$ cat config.mk
export PLATFORM = sky130hd
export DESIGN_NAME = tpc_regs
export DESIGN_NICKNAME = d
export VERILOG_FILES = /design/src/hdl/tpc_pkg.sv /design/src/hdl/tpc_regs.sv
export SDC_FILE = /design/constraint.sdc
export NUM_CORES = 1
export LEC_CHECK = 0
export ABC_CLOCK_PERIOD_IN_PS = 2650
export BUFFER_PORTS_ARGS = -buffer_cell sky130_fd_sc_hd__buf_4
export CAP_MARGIN = 25
export CORE_MARGIN = 2
export CORE_UTILIZATION = 53
export DETAILED_ROUTE_END_ITERATION = 8
export PLACE_DENSITY = 0.86
export SYNTH_ARGS = -nofsm -noshare
export SYNTH_HDL_FRONTEND = slang
export SYNTH_SLANG_ARGS = --single-unit
$ cat constraint.sdc
create_clock -name clk -period 2.65 [get_ports clk]
set_input_delay 0.265 -clock clk [delete_from_list [all_inputs] [get_ports clk]]
set_output_delay 0.265 -clock clk [all_outputs]
set_load 0.01 [all_outputs]
$ cat src/hdl/tpc_pkg.sv
// Shared types and constants of the temperature and pressure compensation block.
// Used by every module under hdl; depends on nothing else.
package tpc_pkg;

    localparam int CAL_W     = 48;
    localparam int DIV_STEPS = 64;

    localparam logic [1:0] REG_TEMP_CAL  = 2'd0;
    localparam logic [1:0] REG_PRES_LOW  = 2'd1;
    localparam logic [1:0] REG_PRES_MID  = 2'd2;
    localparam logic [1:0] REG_PRES_HIGH = 2'd3;

    localparam logic signed [32:0] FINE_OFFSET = 33'sd128000;
    localparam logic signed [63:0] PRES_SCALE  = 64'sd3125;
    localparam logic [20:0]        PRES_BASE   = 21'd1048576;
    localparam logic signed [63:0] PRES_BIAS   = 64'sh0000_8000_0000_0000;

    typedef struct packed {
        logic [19:0] raw_temperature;
        logic [19:0] raw_pressure;
    } in_t;

    typedef struct packed {
        logic signed [31:0] temperature;
        logic signed [31:0] fine_temperature;
        logic [31:0]        pressure;
        logic               divide_by_zero;
    } out_t;

    typedef struct packed {
        logic [CAL_W-1:0] temp_cal;
        logic [CAL_W-1:0] pres_low;
        logic [CAL_W-1:0] pres_mid;
        logic [CAL_W-1:0] pres_high;
    } cal_t;

    typedef struct packed {
        logic signed [31:0] temperature;
        logic signed [31:0] fine_temperature;
        logic signed [63:0] numerator;
        logic signed [63:0] denominator;
    } mid_t;

endpackage

$ cat src/hdl/tpc_regs.sv
// Calibration register file behind the APB-style configuration port.
// Depends on tpc_pkg for the calibration struct and register indexes.
module tpc_regs (
    input  logic          clk,
    input  logic          rst_n,
    input  logic          psel,
    input  logic          penable,
    input  logic          pwrite,
    input  logic [4:0]    paddr,
    input  logic [63:0]   pwdata,
    output logic [63:0]   prdata,
    output logic          pready,
    output tpc_pkg::cal_t cal
);
    import tpc_pkg::*;

    logic [CAL_W-1:0] temp_cal_reg;
    logic [CAL_W-1:0] pres_low_reg;
    logic [CAL_W-1:0] pres_mid_reg;
    logic [CAL_W-1:0] pres_high_reg;
    logic [1:0]       index;
    logic             wr_en;

    assign pready = 1'b1;
    assign index  = paddr[4:3];
    assign wr_en  = psel && penable && pwrite;

    always_ff @(posedge clk or negedge rst_n)
    begin
        if (!rst_n)
        begin
            temp_cal_reg  <= '0;
            pres_low_reg  <= '0;
            pres_mid_reg  <= '0;
            pres_high_reg <= '0;
        end
        else if (wr_en)
        begin
            unique case (index)
                REG_TEMP_CAL:  temp_cal_reg  <= pwdata[CAL_W-1:0];
                REG_PRES_LOW:  pres_low_reg  <= pwdata[CAL_W-1:0];
                REG_PRES_MID:  pres_mid_reg  <= pwdata[CAL_W-1:0];
                REG_PRES_HIGH: pres_high_reg <= pwdata[CAL_W-1:0];
                default:       temp_cal_reg  <= temp_cal_reg;
            endcase
        end
    end

    always_comb
    begin
        unique case (index)
            REG_TEMP_CAL:  prdata = {{(64-CAL_W){1'b0}}, temp_cal_reg};
            REG_PRES_LOW:  prdata = {{(64-CAL_W){1'b0}}, pres_low_reg};
            REG_PRES_MID:  prdata = {{(64-CAL_W){1'b0}}, pres_mid_reg};
            REG_PRES_HIGH: prdata = {{(64-CAL_W){1'b0}}, pres_high_reg};
            default:       prdata = '0;
        endcase
    end

    assign cal.temp_cal  = temp_cal_reg;
    assign cal.pres_low  = pres_low_reg;
    assign cal.pres_mid  = pres_mid_reg;
    assign cal.pres_high = pres_high_reg;

endmodule

==> qor.yml, run 1 <==
p_int_mw: 7.12
p_sw_mw: 2.97
arrival_ns: 1.66
cp-start-kind: "input port"
grt_pass1_wl_microns: 33500
critPathSlowestCell: "buf_4"
clk_latency_ns: 0.42
cts_max_level: 4
nNetsFinal: 857
clock_skew_ns: 0
r2r-end: "pres_mid_reg[32]$_DFFE_PN0P_"
finalSetupViolations: 0
crit_chain: "buf_4, buf_4, mux4_2, buf_4"
report.final.slew_viol_count: 0
drt_iter0_drc: 266
diodes: 0
grt_pass1_vias: 5977
place_congestion: 0.797
hp-start: "pwdata[45]"
ys_top_cells_by_count: "192 x dfrtp_1, 172 x mux2_2, 48 x mux4_2"
core_area_sq_um: 15800
ff_latch_area_sq_um: 4800
clk_pin_slew_ns: 0.07
ctsResizeCount: 0
worstMarginPinSlew_ns: 0.715
hpwl_microns: 15600
portBuffers: 294
path_class: "input port to primary output"
rows: 46
fmax_mhz: 519
grtUsageTotal_pct: 26.4
swShare_pct: 29.4
dieArea_sq_um: 17100
antenna_found_initial: 0
via_count: 5587
synthFlopType: "dfrtp_1"
rr_startpoint: "pres_mid_reg[32]$_DFFE_PN0P_"
ys_async_sr_fraction_pct: 100
fin_util_pct: 73.0
synth.most_common_cell: "dfrtp_1"
cpPeakStageDelay_ns: 0.60
p_per_area_nw_per_um2: 876
critPathBufInv: 3
synth.top_cell.area_share_pct: 56.5
leakage_nw: 5.50
synthCells: 490
cts_tree: "built"
grt_max_degree: 69
start_util_pct: 53.9
finalHoldViolations: 0
rsz0062_at_grt: "false"
worst_ep_required_time_ns: 2.38
root_buffer: "clkbuf_16"
min_path_type: "input port to flop"
clock_path_buffers: 2
crit_family: "buffers and inverters"
ys_warn_count: 0
hold_path_end: "pres_low_reg[45]$_DFFE_PN0P_"
pin_count: 331
area_growth_pct: 35.5
numCtsBuffers: 17
avgSynthCellArea_sq_um: 17.3
finalCritPeriodShare_pct: 72.7
ir_worst_vdd_uv: 468
cp-end-kind: "primary output"
synth_top_cell_by_area: "dfrtp_1"
clkPwrFrac_pct: 26.0
gr-total-overflow: 0
layout_min_cycle_time_ns: 1.93
power_mw: 10.1
nFillCells: 992
seqPwrFrac_pct: 41.6
fin_setup_tns_ns: 0
synthTopCellsByArea: "dfrtp_1 57%, mux2_2 23%, mux4_2 13%"
vias_per_cell: 5.53
crit_top_cell: "buf_4"
power_frac_comb_pct: 32.4
cp_max_fo: 44
drive_above_1_share_pct: 72.8
status: "complete, no violations"
die-height_microns: 131
relSlewSlack_pct: 52.4
synth_edf_count: 0
drcViolationCount: 0
ys_seq_area_share_pct: 56.5
r2r_slack_ns: 1.83
drt_wl_total_microns: 22400
dr.pass1.iters: 4
wl_per_cell_microns: 22.1
drv_cap: 0
ys_seq_elements: 192
dieWidth_microns: 131
clkSinkCount: 192
hold_depth: 2
worst_r2r_path_depth: 1
ys_types: 17
multi_input_area_sq_um: 3430
drtAntennaViolNets: 0
netlist_area_sq_um: 8500
## timing repair
item	4_1_cts	5_1_grt
setup buffers	0	0
hold endpoints to repair	64	0
hold buffers	1	0
## power by group through the flow
| stage | clock network (mW) | registers, mW | logic [mW] |
|---|---|---|---|
| finish | 2.62 | 4.20 | 3.27 |
| detailed placement | 0 | 4.23 | 3.30 |
| CTS | 2.66 | 4.19 | 3.31 |
| floorplan | 0 | 4.42 | 1.19 |
| global route | 2.78 | 4.28 | 3.47 |
| global placement | 0 | 4.15 | 3.21 |
## routing by layer
layer / routed length, microns / track usage, %
met5: 0 / 0
met4: 530 / 10.8
met3: 1800 / 8.31
met2: 11600 / 44.9
met1: 8390 / 31.5
## through the flow
stage	setup slack (ns)	instance area (sq um)	cells	hold WS, ns
after global placement	0.744	10900	979	0.295
after floorplan	0.915	8560	505	-0.0306
after global routing	0.682	11500	1011	0.0731
final	0.724	11500	1011	0.0934
after detailed placement	0.731	10900	979	0.315
after CTS	0.726	11500	1011	0.0707
## worst max path at each step
stage / from / end / slack (ns) / cells past startpoint
after global routing: paddr[3] / prdata[47] / 0.68 / 4
after CTS: paddr[3] / prdata[47] / 0.73 / 4
final: paddr[4] / prdata[47] / 0.72 / 4
after detailed placement: paddr[4] / prdata[47] / 0.73 / 4
after floorplan: paddr[3] / prdata[24] / 0.91 / 4
after global placement: paddr[3] / prdata[47] / 0.74 / 4
## layout make-up
cell class	instances	area share, %
sequential	192	41.7
multi-input combinational	263	29.8
timing repair buffer	308	20.9
clock buffer	23	4.06
tap	216	2.35
clock inverter	8	1.13
inverter	1	0.0326
## logic make-up after synthesis
family	synth area share, %
buffers and inverters	3.92
and+or+nand+nor	0.441
other	0.0883
muxes	39.0
DFF	56.5
## layout by cell type, fill, tap and decap left out
cell           count
buf_12             7
clkinv_4           1
nand3_1            1
dfrtp_1          192
inv_6              1
inv_2              1
mux2_4            20
nor2_4             1
clkbuf_1           4
clkinvlp_4         3
dlygate4sd3_1      1
nor3_2             1
conb_1            17
or3_4              1
nand4_1            1
buf_6              1
clkbuf_8           2
bufinv_16          3
clkbuf_16         17
or2_2              1
buf_4            299
mux4_2            48
mux2_2           172
(Power assumes the default switching activity.)
==> inputs of run 2 (changes only) <==
--- a/config.mk
+++ b/config.mk
@@ -5,13 +5,14 @@
 export SDC_FILE = /design/constraint.sdc
 export NUM_CORES = 1
 export LEC_CHECK = 0
-export ABC_CLOCK_PERIOD_IN_PS = 2650
+export ABC_AREA = 1
+export ABC_CLOCK_PERIOD_IN_PS = 1790
 export BUFFER_PORTS_ARGS = -buffer_cell sky130_fd_sc_hd__buf_4
 export CAP_MARGIN = 25
 export CORE_MARGIN = 2
-export CORE_UTILIZATION = 53
+export CORE_UTILIZATION = 50
 export DETAILED_ROUTE_END_ITERATION = 8
-export PLACE_DENSITY = 0.86
+export PLACE_DENSITY = 0.81
 export SYNTH_ARGS = -nofsm -noshare
 export SYNTH_HDL_FRONTEND = slang
 export SYNTH_SLANG_ARGS = --single-unit
==> constraint.sdc (replaced) <==
create_clock -name clk -period 1.79 [get_ports clk]
set_input_delay 0.179 -clock clk [delete_from_list [all_inputs] [get_ports clk]]
set_output_delay 0.179 -clock clk [all_outputs]
set_load 0.01 [all_outputs]
==> run 2 against run 1 <==
Compared with the run above:
- synthesized cell count rose by 130%
- worst hold slack improved by 0.088 ns
- final area rose by 6.7%
- register-to-register slack got worse by 0.74 ns
- global-route usage rose by 4.7 points
- critical path type is now flop to primary output
- highest routed layer unchanged
==> qor.yml, run 2 <==
r2r-end: "temp_cal_reg[38]$_DFFE_PN0P_"
finalSetupViolations: 0
drv_cap: 0
ys_types: 17
core_area_sq_um: 17400
numCtsBuffers: 17
drt_iter0_drc: 728
crit_family: "flip-flops"
pin_count: 331
drt_wl_total_microns: 29800
finalCritPeriodShare_pct: 81.4
clk_latency_ns: 0.42
synth.top_cell.area_share_pct: 53.7
rsz0062_at_grt: "false"
clkSinkCount: 192
power_frac_comb_pct: 28.4
cp-end-kind: "primary output"
ys_seq_area_share_pct: 53.7
arrival_ns: 1.28
swShare_pct: 32.3
r2r_slack_ns: 1.09
dr.pass1.iters: 5
cts_setup_buffers: 0
cp-start-kind: "flop"
rows: 48
layout_commonest_cell: "nand2_1"
layout_min_cycle_time_ns: 1.46
fin_hold_ws_ns: 0.181
placed_cells: 1597
ys_async_sr_fraction_pct: 100
clock_path_buffers: 2
wl_per_cell_microns: 17.8
cts_tree: "built"
critPathSlowestCell: "dfrtp_1"
fin_setup_tns_ns: 0
dieWidth_microns: 138
ys_warn_count: 0
final_cell_mix: "625 x nand2_1, 320 x buf_4, 192 x dfrtp_1"
root_buffer: "clkbuf_16"
hpwl_microns: 19400
ys_top_cells_by_count: "628 x nand2_1, 192 x dfrtp_1, 144 x nand3_1"
status: "complete, no violations"
netlist_area_sq_um: 8950
power_mw: 14.1
avgSynthCellArea_sq_um: 7.95
gr-total-overflow: 0
synthTopCellsByArea: "dfrtp_1 54%, nand2_1 26%, nand3_1 8.0%"
worst_ep_required_time_ns: 1.61
path_class: "flop to primary output"
drcViolationCount: 0
antenna_found_initial: 0
clk_pin_slew_ns: 0.07
dieArea_sq_um: 19000
grtUsageTotal_pct: 31.1
nNetsFinal: 1514
report.final.slew_viol_count: 0
synth_top_cell_by_area: "dfrtp_1"
crit_chain: "nand3_1, nand4_1, buf_4"
place_congestion: 0.855
leakage_nw: 6.70
portBuffers: 294
drive_above_1_share_pct: 26.0
worstMarginPinSlew_ns: 0.639
synth.most_common_cell: "nand2_1"
ctsResizeCount: 0
final_cells: 1678
cpPeakStageDelay_ns: 0.43
ys_seq_elements: 192
cts.hold.buffers_added: 49
diodes: 0
worst_r2r_path_depth: 2
via_count: 9278
synth_edf_count: 0
grt_max_degree: 77
drtAntennaViolNets: 0
clkPwrFrac_pct: 28.1
ir_worst_vdd_uv: 661
vias_per_cell: 5.53
area_growth_pct: 37.3
clock_skew_ns: 0
cts_max_level: 4
synthFlopType: "dfrtp_1"
seqPwrFrac_pct: 43.5
fmax_mhz: 686
rr_startpoint: "temp_cal_reg[38]$_DFFE_PN0P_"
grt_pass1_wl_microns: 45100
cp_num_cells: 3
grt_pass1_vias: 8681
p_int_mw: 9.54
min_path_type: "input port to async pin"
synthCells: 1126
p_per_area_nw_per_um2: 1150
p_sw_mw: 4.55
critPathBufInv: 1
start_util_pct: 51.4
cp_max_fo: 3
relSlewSlack_pct: 57.4
die-height_microns: 138
finalHoldViolations: 0
## run 2: cell types whose count changed after synthesis, moves of 11 or more
cell      previous run  this run
nand3_1              1       144
mux2_4              20         0
buf_6                5        16
mux4_2              48         0
nand4_1              1        48
clkbuf_1             2        16
mux2_2             172         0
buf_2               17        28
nand2_1              0       628
## run 2: logic make-up (layout without fill, tap and decap cells)
logic type	count (synthesis)	in the layout	synth area share, %
flops	192	192	53.7
other cells	2	17	0.0839
buf+inv	100	412	7.24
simple gates	832	832	39.0
## run 2: metal layers
layer | routed length [microns] | global-route usage, % | up-vias | part of all wire, %
met4 | 850 | 13.6 | 0 | 2.9
met2 | 14800 | 52.0 | 594 | 50
met3 | 3000 | 5.96 | 80 | 10
li1 | - | - | 4169 | -
met5 | 0 | 0 | - | 0
met1 | 11200 | 39.5 | 4435 | 38
## run 2: how the worst max path moves through the flow
stage / endpoint / slack, ns / start
final: prdata[3] / 0.33 / pres_mid_reg[3]$_DFFE_PN0P_
after global routing: prdata[3] / 0.29 / pres_mid_reg[3]$_DFFE_PN0P_
after CTS: prdata[3] / 0.34 / pres_mid_reg[3]$_DFFE_PN0P_
after detailed placement: temp_cal_reg[11]$_DFFE_PN0P_ / 0.36 / paddr[4]
after global placement: prdata[3] / 0.41 / paddr[4]
after floorplan: prdata[24] / 0.65 / paddr[4]
## run 2: area by class of cell
type | instances | area, sq um
fillers | 1340 | 5120
flip-flops and latches | 192 | 4800
multi-input cells | 849 | 3570
repair buffers | 374 | 2980
clock buffers | 20 | 467
well taps | 225 | 282
clock inverters | 12 | 156
inverters | 6 | 27.5
## run 2: power groups by stage
stage	Sequential (mW)	Clock, mW	Combinational (mW)
5_1_grt	6.22	4.17	4.37
4_1_cts	6.11	3.99	4.02
2_1_floorplan	6.35	0	1.26
3_3_place_gp	6.15	0	3.79
3_5_place_dp	6.16	0	3.91
6_report	6.14	3.96	4.00
## run 2: stage by stage
step,worst slack (ns),cell area [sq um],utilization [%]
6_report,0.333,12300,70.6
3_5_place_dp,0.360,11200,64.2
3_3_place_gp,0.411,11200,64.2
4_1_cts,0.342,12300,70.6
5_1_grt,0.291,12300,70.6
2_1_floorplan,0.654,9010,-
==> inputs of run 3 (changes only) <==
--- a/config.mk
+++ b/config.mk
@@ -6,7 +6,7 @@
 export NUM_CORES = 1
 export LEC_CHECK = 0
 export ABC_AREA = 1
-export ABC_CLOCK_PERIOD_IN_PS = 1790
+export ABC_CLOCK_PERIOD_IN_PS = 1500
 export BUFFER_PORTS_ARGS = -buffer_cell sky130_fd_sc_hd__buf_4
 export CAP_MARGIN = 25
 export CORE_MARGIN = 2
==> constraint.sdc (replaced) <==
create_clock -name clk -period 1.5 [get_ports clk]
set_input_delay 0.15 -clock clk [delete_from_list [all_inputs] [get_ports clk]]
set_output_delay 0.15 -clock clk [all_outputs]
set_load 0.01 [all_outputs]
==> run 3 against run 2 <==
Compared with the run above:
- register-to-register slack got worse by 0.27 ns
- via count down 2.2%
- clock skew is the same
- sequential power increased by 19%
- sequential share of layout area fell by 0.70 points
- power rose by 19%
==> qor.yml, run 3 (synthesized netlist as in run 2, its figures left out) <==
root_buffer: "clkbuf_16"
layout_min_cycle_time_ns: 1.43
nNetsFinal: 1521
finalHoldViolations: 0
cts_tree: "built"
wl_per_cell_microns: 17.1
clock_path_buffers: 2
layout_commonest_cell: "nand2_1"
cp-end-kind: "primary output"
r2r_slack_ns: 0.82
area_growth_pct: 39.8
p_sw_mw: 5.36
dieWidth_microns: 138
path_class: "flop to primary output"
cts.hold.buffers_added: 49
clk_pin_slew_ns: 0.07
antenna_found_initial: 0
cts_max_level: 4
clkPwrFrac_pct: 28.1
p_int_mw: 11.5
drv_cap: 0
status: "complete, no violations"
drive_above_1_share_pct: 26.2
swShare_pct: 31.9
numCtsBuffers: 17
drt_iter0_drc: 666
vias_per_cell: 5.39
fmax_mhz: 700
dr.pass1.iters: 5
clk_latency_ns: 0.42
power_frac_comb_pct: 28.4
grtUsageTotal_pct: 30.2
rsz0062_at_grt: "false"
worst_r2r_path_depth: 2
final_cell_mix: "625 x nand2_1, 313 x buf_4, 192 x dfrtp_1"
fin_setup_tns_ns: 0
core_area_sq_um: 17400
clock_skew_ns: 0
cts_setup_buffers: 0
grt_max_degree: 63
grt_pass1_vias: 8454
die-height_microns: 138
cp_max_fo: 3
worst_ep_required_time_ns: 1.35
drtAntennaViolNets: 0
finalCritPeriodShare_pct: 95.3
gr-total-overflow: 0
rows: 48
ir_worst_vdd_uv: 834
via_count: 9074
finalSetupViolations: 0
place_congestion: 0.859
cp-start-kind: "flop"
grt_pass1_wl_microns: 43900
dieArea_sq_um: 19000
clkSinkCount: 192
arrival_ns: 1.28
start_util_pct: 51.4
ctsResizeCount: 0
pin_count: 331
report.final.slew_viol_count: 0
min_path_type: "input port to async pin"
portBuffers: 294
p_per_area_nw_per_um2: 1340
drt_wl_total_microns: 28800
power_mw: 16.8
drcViolationCount: 0
hpwl_microns: 19200
leakage_nw: 6.78
seqPwrFrac_pct: 43.5
diodes: 0
==> run 3: changes by cell type in the layout (fill, tap and decap cells not counted), sizes merged <==
cell and change:
clkinvlp +1, buf +7, clkbuf -1, bufinv +1, clkinv -1
==> run 3: power by group through the flow <==
stage,logic (mW),clock network [mW],registers [mW]
after CTS,4.80,4.79,7.28
after detailed placement,4.69,0,7.34
final,4.78,4.72,7.31
after global placement,4.55,0,7.35
after floorplan,1.50,0,7.57
after global routing,5.23,5.03,7.41
==> run 3: path summary, 6_finish.rpt <==
check / start / endpoint
setup / recovery: pres_mid_reg[3]$_DFFE_PN0P_ / prdata[3]
hold / removal: rst_n / pres_high_reg[2]$_DFFE_PN0P_
setup reg to reg: temp_cal_reg[10]$_DFFE_PN0P_ / temp_cal_reg[10]$_DFFE_PN0P_
hold reg to reg: pres_low_reg[0]$_DFFE_PN0P_ / pres_low_reg[0]$_DFFE_PN0P_
max in group asynchronous: rst_n / pres_high_reg[43]$_DFFE_PN0P_
min in group clk: penable / pres_high_reg[3]$_DFFE_PN0P_
==> run 3: cell type report <==
class,instances,area (sq um)
Fill cell,1310,4900
Sequential cell,192,4800
Multi-Input combinational cell,849,3570
Timing Repair Buffer,381,3210
Clock buffer,19,433
Tap cell,225,282
Clock inverter,13,185
Inverter,6,27.5
==> run 3: worst max-delay path, stage by stage, from the launching register on <==
cell and delay, ns:
dfrtp_1 0.42, nand3_1 0.11, nand4_1 0.15, buf_4 0.18
==> run 3: per-stage QoR <==
step	cells	hold WS, ns	area (sq um)	setup WS [ns]	utilization [%]
after floorplan	1141	-0.146	9010	0.422	-
after global placement	1604	0.117	11400	0.179	65.5
after detailed placement	1604	0.119	11400	0.152	65.5
after CTS	1685	0.225	12500	0.0830	71.9
after global routing	1685	0.253	12500	0.0142	71.9
final	1685	0.216	12500	0.0712	71.9
==> run 3: layer usage <==
layer,share of wire (%),track usage (%)
met4,2.4,11.3
met5,0,0
met3,9.0,6.55
met1,39,38.5
met2,49,50.8
