File: src/hdl/tpc_pkg.sv
// Shared types and constants of the temperature and pressure compensation block.
// Used by every module under hdl; depends on nothing else.
package tpc_pkg;

    localparam int CAL_W     = 48;
    localparam int DIV_STEPS = 64;

    localparam logic [1:0] REG_TEMP_CAL  = 2'd0;
    localparam logic [1:0] REG_PRES_LOW  = 2'd1;
    localparam logic [1:0] REG_PRES_MID  = 2'd2;
    localparam logic [1:0] REG_PRES_HIGH = 2'd3;

    localparam logic signed [32:0] FINE_OFFSET = 33'sd128000;
    localparam logic signed [63:0] PRES_SCALE  = 64'sd3125;
    localparam logic [20:0]        PRES_BASE   = 21'd1048576;
    localparam logic signed [63:0] PRES_BIAS   = 64'sh0000_8000_0000_0000;

    typedef struct packed {
        logic [19:0] raw_temperature;
        logic [19:0] raw_pressure;
    } in_t;

    typedef struct packed {
        logic signed [31:0] temperature;
        logic signed [31:0] fine_temperature;
        logic [31:0]        pressure;
        logic               divide_by_zero;
    } out_t;

    typedef struct packed {
        logic [CAL_W-1:0] temp_cal;
        logic [CAL_W-1:0] pres_low;
        logic [CAL_W-1:0] pres_mid;
        logic [CAL_W-1:0] pres_high;
    } cal_t;

    typedef struct packed {
        logic signed [31:0] temperature;
        logic signed [31:0] fine_temperature;
        logic signed [63:0] numerator;
        logic signed [63:0] denominator;
    } mid_t;

endpackage

File: src/hdl/tpc_fifo.sv
// Short queue that decouples the front pipeline from the divider pipeline.
// Depends on tpc_pkg for the intermediate beat type.
module tpc_fifo #(
    parameter int DEPTH = 2
) (
    input  logic          clk,
    input  logic          rst_n,
    input  logic          push_valid,
    output logic          push_ready,
    input  tpc_pkg::mid_t push_data,
    output logic          pop_valid,
    input  logic          pop_ready,
    output tpc_pkg::mid_t pop_data
);
    import tpc_pkg::*;

    localparam int PW = $clog2(DEPTH);
    localparam int CW = $clog2(DEPTH + 1);

    mid_t          mem [0:DEPTH-1];
    logic [PW-1:0] wr_ptr_reg, rd_ptr_reg;
    logic [CW-1:0] count_reg;
    logic          push, pop;

    assign push_ready = count_reg != CW'(DEPTH);
    assign pop_valid  = count_reg != '0;
    assign push       = push_valid && push_ready;
    assign pop        = pop_valid && pop_ready;
    assign pop_data   = mem[rd_ptr_reg];

    always_ff @(posedge clk)
    begin
        if (push)
        begin
            mem[wr_ptr_reg] <= push_data;
        end
    end

    always_ff @(posedge clk or negedge rst_n)
    begin
        if (!rst_n)
        begin
            wr_ptr_reg <= '0;
            rd_ptr_reg <= '0;
            count_reg  <= '0;
        end
        else
        begin
            if (push)
            begin
                wr_ptr_reg <= (wr_ptr_reg == PW'(DEPTH - 1)) ? '0 : wr_ptr_reg + 1'b1;
            end
            if (pop)
            begin
                rd_ptr_reg <= (rd_ptr_reg == PW'(DEPTH - 1)) ? '0 : rd_ptr_reg + 1'b1;
            end
            if (push && !pop)
            begin
                count_reg <= count_reg + 1'b1;
            end
            else if (pop && !push)
            begin
                count_reg <= count_reg - 1'b1;
            end
        end
    end

    a_count_up: assert property (@(posedge clk) disable iff (!rst_n)
        push && !pop |=> count_reg == $past(count_reg) + 1'b1)
        else $error("queue count did not grow on a lone push");
    a_count_max: assert property (@(posedge clk) disable iff (!rst_n)
        count_reg <= CW'(DEPTH))
        else $error("queue count exceeds its depth");

endmodule

File: config.mk
export PLATFORM = sky130hd
export DESIGN_NAME = tpc_fifo
export DESIGN_NICKNAME = d
export VERILOG_FILES = /design/src/hdl/tpc_pkg.sv /design/src/hdl/tpc_fifo.sv
export SDC_FILE = /design/constraint.sdc
export NUM_CORES = 1
export LEC_CHECK = 0
export ABC_AREA = 0
export ABC_CLOCK_PERIOD_IN_PS = 9900
export BUFFER_PORTS_ARGS = -buffer_cell sky130_fd_sc_hd__buf_2
export CAP_MARGIN = 20
export CORE_MARGIN = 2
export CORE_UTILIZATION = 47
export CTS_CLUSTER_SIZE = 10
export DETAILED_ROUTE_END_ITERATION = 6
export PLACE_DENSITY = 0.76
export RECOVER_POWER = 50
export SETUP_SLACK_MARGIN = 0.05
export SKIP_LAST_GASP = 1
export SYNTH_ARGS = -nofsm -noshare
export SYNTH_HDL_FRONTEND = slang
export SYNTH_SLANG_ARGS = --single-unit
export TNS_END_PERCENT = 50
File: constraint.sdc
create_clock -name clk -period 9.9 [get_ports clk]
set_input_delay 0 -clock clk [delete_from_list [all_inputs] [get_ports clk]]
set_output_delay 0 -clock clk [all_outputs]
set_load 0.05 [all_outputs]
==> results of run 1 <==
per-stage QoR:
step,cells,hold WS [ns]
2_1_floorplan,615,-0.2956
3_3_place_gp,1380,-0.1894
3_5_place_dp,1380,-0.1900
4_1_cts,1631,0.1739
5_1_grt,1635,0.1901
6_report,1636,0.2031
cell usage in the layout (no fill, tap or decap), types with 4 or more instances in the layout:
| cell | netlist | routed |
|---|---|---|
| clkbuf_2 | 0 | 4 |
| clkbuf_1 | 0 | 156 |
| buf_4 | 11 | 5 |
| dlygate4sd3_1 | 0 | 196 |
| buf_2 | 2 | 240 |
| dfrtp_1 | 4 | 4 |
| mux2_2 | 192 | 192 |
| edfxtp_1 | 384 | 384 |
| diode_2 | 0 | 5 |
| clkbuf_16 | 0 | 45 |
cells in the mapped netlist:
cell type,count,share of area [%]
edfxtp_1,384,82
mux2_2,192,15
buf_4,11,0.59
buf_6,8,0.64
dfrtp_1,4,0.71
xnor2_1,3,0.19
buf_2,2,0.071
nand2_1,2,0.053
nor2_1,2,0.053
xor2_1,2,0.12
and3_1,1,0.044
ha_1,1,0.089
inv_1,1,0.027
nand2b_1,1,0.044
or2_2,1,0.044
power by group:
group | switching [mW] | total (mW) | internal (mW) | leakage (nW)
clock network | 0.565 | 1.37 | 0.809 | 0.566
logic | 1.93 | 2.64 | 0.711 | 2.78
registers | 0.130 | 2.40 | 2.27 | 3.61
kinds of logic (layout without fill, tap and decap cells):
kind of cell | count (synthesis) | after routing | synth area share, %
buffers and inverters | 22 | 648 | 1.325
DFF | 388 | 388 | 82.67
muxes | 192 | 192 | 15.37
xor gates and xnor gates | 5 | 5 | 0.3113
adders and majority gates | 1 | 1 | 0.08891
and+or+nand+nor | 7 | 7 | 0.2402
other | 0 | 5 | 0
critical path, stage by stage, from the launching register on:
cell      delay [ns]
dfrtp_1         0.42
nand2b_1        0.16
nand2_1         0.18
nor2_4          0.13
clkbuf_1        2.95
layer usage:
metal  vias to the layer above  wire [µm]  global-route usage [%]
li1                       3673          -                       -
met1                      4044      11640                   21.74
met2                       348      16920                   36.19
met3                        73       2210                   4.553
met4                         2        961                   7.472
met5                         -         11                       0
cell type report:
cell class                      instances  area share [%]
Antenna cell                            5         0.06473
Clock buffer                           55           6.019
Inverter                                1         0.01942
Multi-Input combinational cell        205           11.69
Sequential cell                       388           60.17
Tap cell                              390           2.524
Timing Repair Buffer                  592           19.51
worst paths after layout:
check,end
min in group asynchronous,count_reg[0]$_DFFE_PN0P_
min,mem[1][160]$_DFFE_PP_
min reg2reg,count_reg[1]$_DFFE_PN0P_
max,mem[0][14]$_DFFE_PP_
max in group asynchronous,wr_ptr_reg$_DFFE_PN0P_
max reg2reg,mem[0][14]$_DFFE_PP_
what timing repair did:
action	4_1_cts	5_1_grt
hold buffers	196	0
buffers inserted	0	0
hold endpoints to repair	391	0
==> results.ini, run 1 <==
[floorplan]
dieArea_um2 = 31340
coreArea_um2 = 29560
dieHeight_um = 177.0
rows = 63
start_util_pct = 47.60
io_pins = 390
die_w_um = 177.0

[cts]
htreeDepth = 2
clk_latency_ns = 0.52
clock-sinks = 388
clk_path_buf_depth = 3
cts-root-buf = clkbuf_16
post_cts_resized = 0
cts_tree = yes
clk_pin_slew_worst_paths_ns = 0.05
numCtsBuffers = 44

[finish]
final_cell_area_um2 = 19330
area_growth_syn_to_layout_pct = 37.39
nFillCells = 2002
seq_area_um2 = 11630
drive_gt1_share_pct = 39.32
final_core_util_pct = 65.40
multi_input_area_um2 = 2260
final_nets = 1429
largest_reg_flops = 384

[sta]
maxSlewViolCount = 223
finClkSkew_ns = 0.01022
period_minus_slack_ns = 4.456
finalSetupTns_ns = 0
worstMarginPinSlew_ns = 4.250
rsz0062_at_grt = no
period_share_pct = 45.01
timing.fmax_mhz = 224.4
worst_slack_ns = 5.444
finalHoldViolations = 0
finalSetupViolCount = 0
slew_headroom_pct = -183.3

[place]
dpl_cell_area_um2 = 16390
dp_hpwl_um = 18180
io_buffer_count = 389
gp_congestion = 0.7661
dp_slack_ns = 7.151

[drt]
vias = 8140
wirelength_um = 31750
ant_nets = 0
drc = 0
wire_per_inst_um = 19.41
vias_per_cell = 4.976
first_iter_violations = 486
dr.pass1.iters = 5

[worst_setup_path]
crit_fanout = 72
cp-end-kind = register
critical_path_required_ns = 9.92
rrSetupSlack_ns = 5.44
startpoint = count_reg[0]$_DFFE_PN0P_
startpoint_type = register
cp.arrival_ns = 4.47
timing.rr.start = count_reg[0]$_DFFE_PN0P_
path_class = reg -> reg
worstRegToRegCells = 4

[global_route]
grt_pass1_wl_um = 47000
grt_remaining_overflow = 0
grt_max_degree = 76
grt_pass1_vias = 8859
grt_usage_pct = 19.56
antenna_found_initial = 6

[min_path]
min_path_type = in -> reg
hp-start = push_data[160]
min_path_cells = 2

[synthesis]
ys_seq_elements = 388
yosysWarnings = 0
synth_cell_type_count = 15
syn_area_um2 = 14070
synth.net_count = 812
synth-seq-area-share_pct = 82.67
avgSynthCellArea_um2 = 22.88
postSynthCellCount = 615

[power_and_ir_drop]
p_per_area_nw_per_um2 = 331.6
p_leak_nw = 6.962
ir_drop_v = 0.0004135
power_mw = 6.410

[outcome]
failed_checks = max-capacitance violations, max-slew violations
status = complete, but fails checks

[job]
cap_violations = 4

Note: power is estimated with default switching activity, not from simulation.
==> run 2, diff against run 1 <==
--- a/config.mk
+++ b/config.mk
@@ -6,7 +6,7 @@
 export NUM_CORES = 1
 export LEC_CHECK = 0
 export ABC_AREA = 0
-export ABC_CLOCK_PERIOD_IN_PS = 9900
+export ABC_CLOCK_PERIOD_IN_PS = 3600
 export BUFFER_PORTS_ARGS = -buffer_cell sky130_fd_sc_hd__buf_2
 export CAP_MARGIN = 20
 export CORE_MARGIN = 2
==> constraint.sdc (replaced) <==
create_clock -name clk -period 3.6 [get_ports clk]
set_input_delay 0 -clock clk [delete_from_list [all_inputs] [get_ports clk]]
set_output_delay 0 -clock clk [all_outputs]
set_load 0.05 [all_outputs]
==> run 2 against run 1 <==
Against the previous run:
- the flow now finishes without violations
- power increased to 2.8 times the previous value
- via count about the same
- clock skew increased by 0.0068 ns
- core utilization increased by 0.49 points
- register-to-register slack got worse by 4.0 ns
- largest cell class unchanged
==> results.ini, run 2 (synthesized netlist as in run 1, its figures left out) <==
[outcome]
status = finished, final reports clean

[worst_setup_path]
crit_fanout = 90  ; +25%
cp-end-kind = output pin
crit_end = pop_data[60]
startpoint = rd_ptr_reg$_DFFE_PN0P_
timing.rr.start = count_reg[0]$_DFFE_PN0P_
worstRegToRegCells = 4  ; unchanged
critical_path_required_ns = 3.60  ; -6.32 ns
rrSetupSlack_ns = 1.42  ; -4.02 ns
cp.arrival_ns = 2.52  ; -1.95 ns
startpoint_type = register
path_class = reg -> out
r2r-end = mem[0][32]$_DFFE_PP_

[finish]
largest_reg_flops = 384  ; unchanged
nFillCells = 1999  ; -0.15%
final_cell_area_um2 = 19480  ; +0.75%
area_growth_syn_to_layout_pct = 38.43
drive_gt1_share_pct = 37.36  ; -2.0 points
mostFrequentLayoutCells = edfxtp_1 (384), buf_2 (211), dlygate4sd3_1 (196)
final_nets = 1433  ; +0.28%
final_common_cell = edfxtp_1

[power_and_ir_drop]
pwr-share-clk_pct = 22.1  ; +0.7 points
switchingPower_mw = 7.241  ; +180%
p_seq_share_pct = 36.6  ; -0.8 points
ir_drop_v = 0.0006262  ; +51%
p_per_area_nw_per_um2 = 909.0  ; +170%
switching_share_pct = 40.90  ; about the same
p_int_mw = 10.46  ; +180%
combPwrFrac_pct = 41.3  ; about the same
p_leak_nw = 6.960  ; about the same

[sta]
finalSetupViolCount = 0  ; unchanged
maxSlewViolCount = 0  ; -100%
period_share_pct = 70.13
finalSetupTns_ns = 0  ; unchanged
finClkSkew_ns = 0.01706  ; +0.006842 ns
worstMarginPinSlew_ns = 0.7354  ; -3.514 ns
rsz0062_at_grt = no
period_minus_slack_ns = 2.525
worst_slack_ns = 1.075  ; -4.369 ns
slew_headroom_pct = 50.86  ; +230 points
timing.fmax_mhz = 396.1
finalHoldViolations = 0  ; unchanged

[global_route]
grt_pass1_vias = 8888  ; +0.33%
grt_remaining_overflow = 0  ; unchanged
grt_pass1_wl_um = 46790  ; -0.46%
grt_usage_pct = 19.46  ; -0.10 points
antenna_found_initial = 3  ; -3
grt_max_degree = 91  ; +20%

[floorplan]
dieArea_um2 = 31340  ; unchanged
start_util_pct = 47.60  ; unchanged
coreArea_um2 = 29560  ; unchanged
die_w_um = 177.0  ; unchanged
dieHeight_um = 177.0  ; unchanged
rows = 63  ; unchanged
io_pins = 390  ; unchanged

[cts]
htreeDepth = 2  ; unchanged
clock-sinks = 388  ; unchanged
cts_tree = yes
cts-root-buf = clkbuf_16
clk_path_buf_depth = 3  ; unchanged
clk_pin_slew_worst_paths_ns = 0.06  ; about the same
clk_latency_ns = 0.53  ; about the same
numCtsBuffers = 45  ; +2.3%
post_cts_buffers = 0  ; unchanged

[drt]
vias = 8143  ; +0.037%
drc = 0  ; unchanged
ant_nets = 0  ; unchanged
first_iter_violations = 363  ; -25%
wirelength_um = 31340  ; -1.3%
wire_per_inst_um = 19.08  ; -1.7%
dr.pass1.iters = 5  ; unchanged
vias_per_cell = 4.956  ; -0.39%

[place]
dp_slack_ns = 1.509  ; -5.642 ns
dpl_cell_area_um2 = 16500  ; +0.69%
io_buffer_count = 389  ; unchanged
dp_hpwl_um = 18620  ; +2.4%
gp_congestion = 0.7567  ; -1.2%

[job]
cap_violations = 0  ; -4

[min_path]
min_path_type = in -> reg

[run 2: changes by cell type in the layout (fill, tap and decap cells not counted), sizes merged]
cell      change
clkbuf       +31
buf          -26
clkinv        +2
diode         -2
clkinvlp      +1
inv           +1
[run 2: critical path: stages, from the launching register on]
cell     delay [ns]
dfrtp_4        0.78
buf_12         0.41
mux2_2         0.42
buf_2          0.22
[run 2: power groups by stage]
stage                     combinational, mW  sequential, mW  clock (mW)
after global routing                   7.61            6.57        4.20
final                                  7.30            6.49        3.91
after CTS                              7.41            6.48        3.97
after global placement                 7.18            6.50           0
after detailed placement               7.21            6.57           0
after floorplan                        5.77            6.51           0
[run 2: layout make-up]
| cell class | count | area, µm² | area share, % |
|---|---|---|---|
| flip-flops and latches | 388 | 11630 | 59.74 |
| repair buffers | 595 | 3839 | 19.71 |
| clock buffers | 57 | 1214 | 6.232 |
| multi-input cells | 205 | 2265 | 11.63 |
| well taps | 390 | 488.0 | 2.505 |
| clock inverters | 4 | 25.02 | 0.1285 |
| diodes | 3 | 7.507 | 0.03855 |
| inverters | 1 | 3.754 | 0.01927 |
[run 2: repair_timing]
action | CTS | global route
endpoints found under the setup margin | 0 | 0
resized for setup | 0 | 0
hold buffers | 196 | 0
endpoints found under the hold margin | 391 | 0
[run 2: layer usage]
layer,share of wire (%),GRT usage [%]
met4,3.9,7.989
met5,0,0
met3,7.7,4.875
met2,53,35.68
met1,35,21.43
[run 2: worst min path at each step]
stage	startpoint	endpoint	slack, ns	cells after the start
after floorplan	rst_n	count_reg[0]$_DFFE_PN0P_	-0.30	0
after global placement	rst_n	count_reg[0]$_DFFE_PN0P_	-0.19	1
after detailed placement	rst_n	count_reg[0]$_DFFE_PN0P_	-0.19	1
after CTS	push_data[3]	mem[1][3]$_DFFE_PP_	0.17	2
after global routing	push_data[89]	mem[1][89]$_DFFE_PP_	0.19	2
final	push_data[3]	mem[0][3]$_DFFE_PP_	0.20	2
[run 2: through the flow]
step | util (%) | total power, mW | instances | hold WS (ns)
4_1_cts | 66.66 | 17.86 | 1640 | 0.1737
3_3_place_gp | 55.83 | 13.68 | 1383 | -0.1893
6_report | 65.89 | 17.70 | 1643 | 0.2027
2_1_floorplan | - | 12.28 | 615 | -0.2956
5_1_grt | 65.89 | 18.37 | 1643 | 0.1906
3_5_place_dp | 55.83 | 13.78 | 1383 | -0.1878
==> run 3, diff against run 2 <==
--- a/config.mk
+++ b/config.mk
@@ -6,14 +6,14 @@
 export NUM_CORES = 1
 export LEC_CHECK = 0
 export ABC_AREA = 0
-export ABC_CLOCK_PERIOD_IN_PS = 3600
+export ABC_CLOCK_PERIOD_IN_PS = 2400
 export BUFFER_PORTS_ARGS = -buffer_cell sky130_fd_sc_hd__buf_2
 export CAP_MARGIN = 20
 export CORE_MARGIN = 2
-export CORE_UTILIZATION = 47
+export CORE_UTILIZATION = 52
 export CTS_CLUSTER_SIZE = 10
 export DETAILED_ROUTE_END_ITERATION = 6
-export PLACE_DENSITY = 0.76
+export PLACE_DENSITY = 0.79
 export RECOVER_POWER = 50
 export SETUP_SLACK_MARGIN = 0.05
 export SKIP_LAST_GASP = 1
==> constraint.sdc (replaced) <==
create_clock -name clk -period 2.4 [get_ports clk]
set_input_delay 0 -clock clk [delete_from_list [all_inputs] [get_ports clk]]
set_output_delay 0 -clock clk [all_outputs]
set_load 0.05 [all_outputs]
==> run 3 against run 2 <==
Against the previous run:
- critical path depth stayed put
- power is 51% higher
- routed wire length is 4.5% higher
- sequential share of layout area is 0.073 points higher
- sequential power is 50% higher
- cell count is 3.0% lower
- first-iteration DRC count is 59% higher
- die area is 9.4% lower
- critical path type is now reg -> reg
- critical endpoint is now mem[1][9]$_DFFE_PP_
- largest power group unchanged
==> results.ini, run 3 (synthesized netlist as in run 1, its figures left out) <==
[drt]
wire_per_inst_um = 20.56  ; +7.8%
dr.pass1.iters = 5  ; unchanged
first_iter_violations = 577  ; +59%
ant_nets = 0  ; unchanged
vias_per_cell = 5.143  ; +3.8%
vias = 8193  ; +0.61%
drc = 0  ; unchanged
wirelength_um = 32750  ; +4.5%

[worst_setup_path]
critical_path_required_ns = 2.53  ; -1.07 ns
path_class = reg -> reg
startpoint_type = register
cp.arrival_ns = 2.28  ; -0.24 ns
cp_slowest_stage_delay_ns = 0.86  ; +0.08 ns
crit_chain = nand2b_1 > and3_1 > buf_4
crit_slowest_cell = buf_4
cp-end-kind = register
crit_fanout = 84  ; -6.7%

[finish]
mostFrequentLayoutCells = edfxtp_1 (384), buf_2 (241), dlygate4sd3_1 (196)
area_growth_syn_to_layout_pct = 38.26
largest_reg_flops = 384  ; unchanged
final_common_cell = edfxtp_1
final_cell_area_um2 = 19450  ; -0.12%
final_nets = 1435  ; +0.14%
drive_gt1_share_pct = 40.40  ; +3.0 points

[sta]
timing.fmax_mhz = 464.2
period_minus_slack_ns = 2.154
finClkSkew_ns = 0.01919  ; +0.002134 ns
rsz0062_at_grt = no
finalSetupViolCount = 0  ; unchanged
period_share_pct = 89.76
worstMarginPinSlew_ns = 1.140  ; +0.4047 ns
finalHoldViolations = 0  ; unchanged
maxSlewViolCount = 0  ; unchanged
slew_headroom_pct = 23.99  ; -27 points

[global_route]
antenna_found_initial = 1  ; -2
grt_remaining_overflow = 0  ; unchanged
grt_pass1_vias = 9020  ; +1.5%
grt_usage_pct = 22.39  ; +2.9 points
grt_max_degree = 109  ; +20%
grt_pass1_wl_um = 48850  ; +4.4%

[place]
gp_congestion = 0.7564  ; about the same
dpl_cell_area_um2 = 16460  ; -0.25%
io_buffer_count = 389  ; unchanged
dp_hpwl_um = 18140  ; -2.6%

[floorplan]
io_pins = 390  ; unchanged
dieArea_um2 = 28390  ; -9.4%
die_w_um = 168.5  ; -4.8%
start_util_pct = 52.65  ; +5.0 points
coreArea_um2 = 26730  ; -9.6%
dieHeight_um = 168.5  ; -4.8%
rows = 60  ; -4.8%

[cts]
cts-root-buf = clkbuf_16
clk_latency_ns = 0.53  ; about the same
cts_tree = yes
htreeDepth = 2  ; unchanged
clk_pin_slew_worst_paths_ns = 0.06  ; about the same
clk_path_buf_depth = 3  ; unchanged
clock-sinks = 388  ; unchanged
numCtsBuffers = 45  ; unchanged
post_cts_resized = 0  ; unchanged

[outcome]
status = finished, final reports clean

[power_and_ir_drop]
p_per_area_nw_per_um2 = 1378  ; +52%
ir_drop_v = 0.001131  ; +81%
p_leak_nw = 7.068  ; +1.5%
power_mw = 26.80  ; +51%

[job]
cap_violations = 0  ; unchanged

[min_path]
min_path_type = in -> reg

run 3: stage by stage:
| step | util [%] | hold WS, ns | std cells | setup TNS [ns] | setup slack [ns] |
|---|---|---|---|---|---|
| floorplan | - | -0.2956 | 615 | -513.33 | -1.587 |
| global placement | 61.60 | -0.1878 | 1335 | 0 | 0.6983 |
| detailed placement | 61.60 | -0.1839 | 1335 | 0 | 0.6780 |
| CTS | 73.54 | 0.1699 | 1590 | 0 | 0.1133 |
| global route | 72.78 | 0.1786 | 1592 | 0 | 0.1192 |
| finish | 72.79 | 0.1923 | 1593 | 0 | 0.2458 |
run 3: layout make-up:
type                    count  area (µm²)
clock inverters             4       25.02
diodes                      2       5.005
well taps                 341       426.7
repair buffers            597        3899
fillers                  1588        7273
inverters                   1       3.754
multi-input cells         205        2252
flip-flops and latches    388       11630
clock buffers              55        1206
run 3: routing by layer:
| metal | share of wire (%) | track usage [%] |
|---|---|---|
| met1 | 36 | 24.88 |
| met4 | 2.9 | 7.871 |
| met2 | 55 | 41.80 |
| met3 | 6.7 | 5.565 |
| met5 | 0 | 0 |
run 3: what timing repair did:
| item | 4_1_cts | 5_1_grt |
|---|---|---|
| setup buffers | 0 | 1 |
| hold endpoints to repair | 391 | 0 |
| endpoints found under the setup margin | 0 | 11 |
| hold buffers | 196 | 0 |
run 3: worst max-delay path: cells and delay by family, from the launching register on:
family | cells | cell delay [ns]
flops | 1 | 0.40
simple gates | 2 | 0.40
buf+inv | 1 | 0.86
run 3: report_power, final:
group          internal [mW]  switching, mW
Clock                   3.48           2.43
Sequential              9.29          0.432
Combinational           3.05           8.12
Total                   15.8           11.0
run 3: path summary, 6_finish.rpt:
| check | startpoint | to | slack, ns | depth (start not counted) |
|---|---|---|---|---|
| min in group asynchronous | rst_n | count_reg[0]$_DFFE_PN0P_ | 0.38 | 3 |
| max in group asynchronous | rst_n | rd_ptr_reg$_DFFE_PN0P_ | 1.82 | 3 |
| worst min-delay path | push_data[52] | mem[1][52]$_DFFE_PP_ | 0.19 | 2 |
| worst min register to register | wr_ptr_reg$_DFFE_PN0P_ | wr_ptr_reg$_DFFE_PN0P_ | 0.51 | 1 |
| worst max register to register | count_reg[0]$_DFFE_PN0P_ | mem[1][9]$_DFFE_PP_ | 0.25 | 3 |
| worst max-delay path | count_reg[0]$_DFFE_PN0P_ | mem[1][9]$_DFFE_PP_ | 0.25 | 3 |
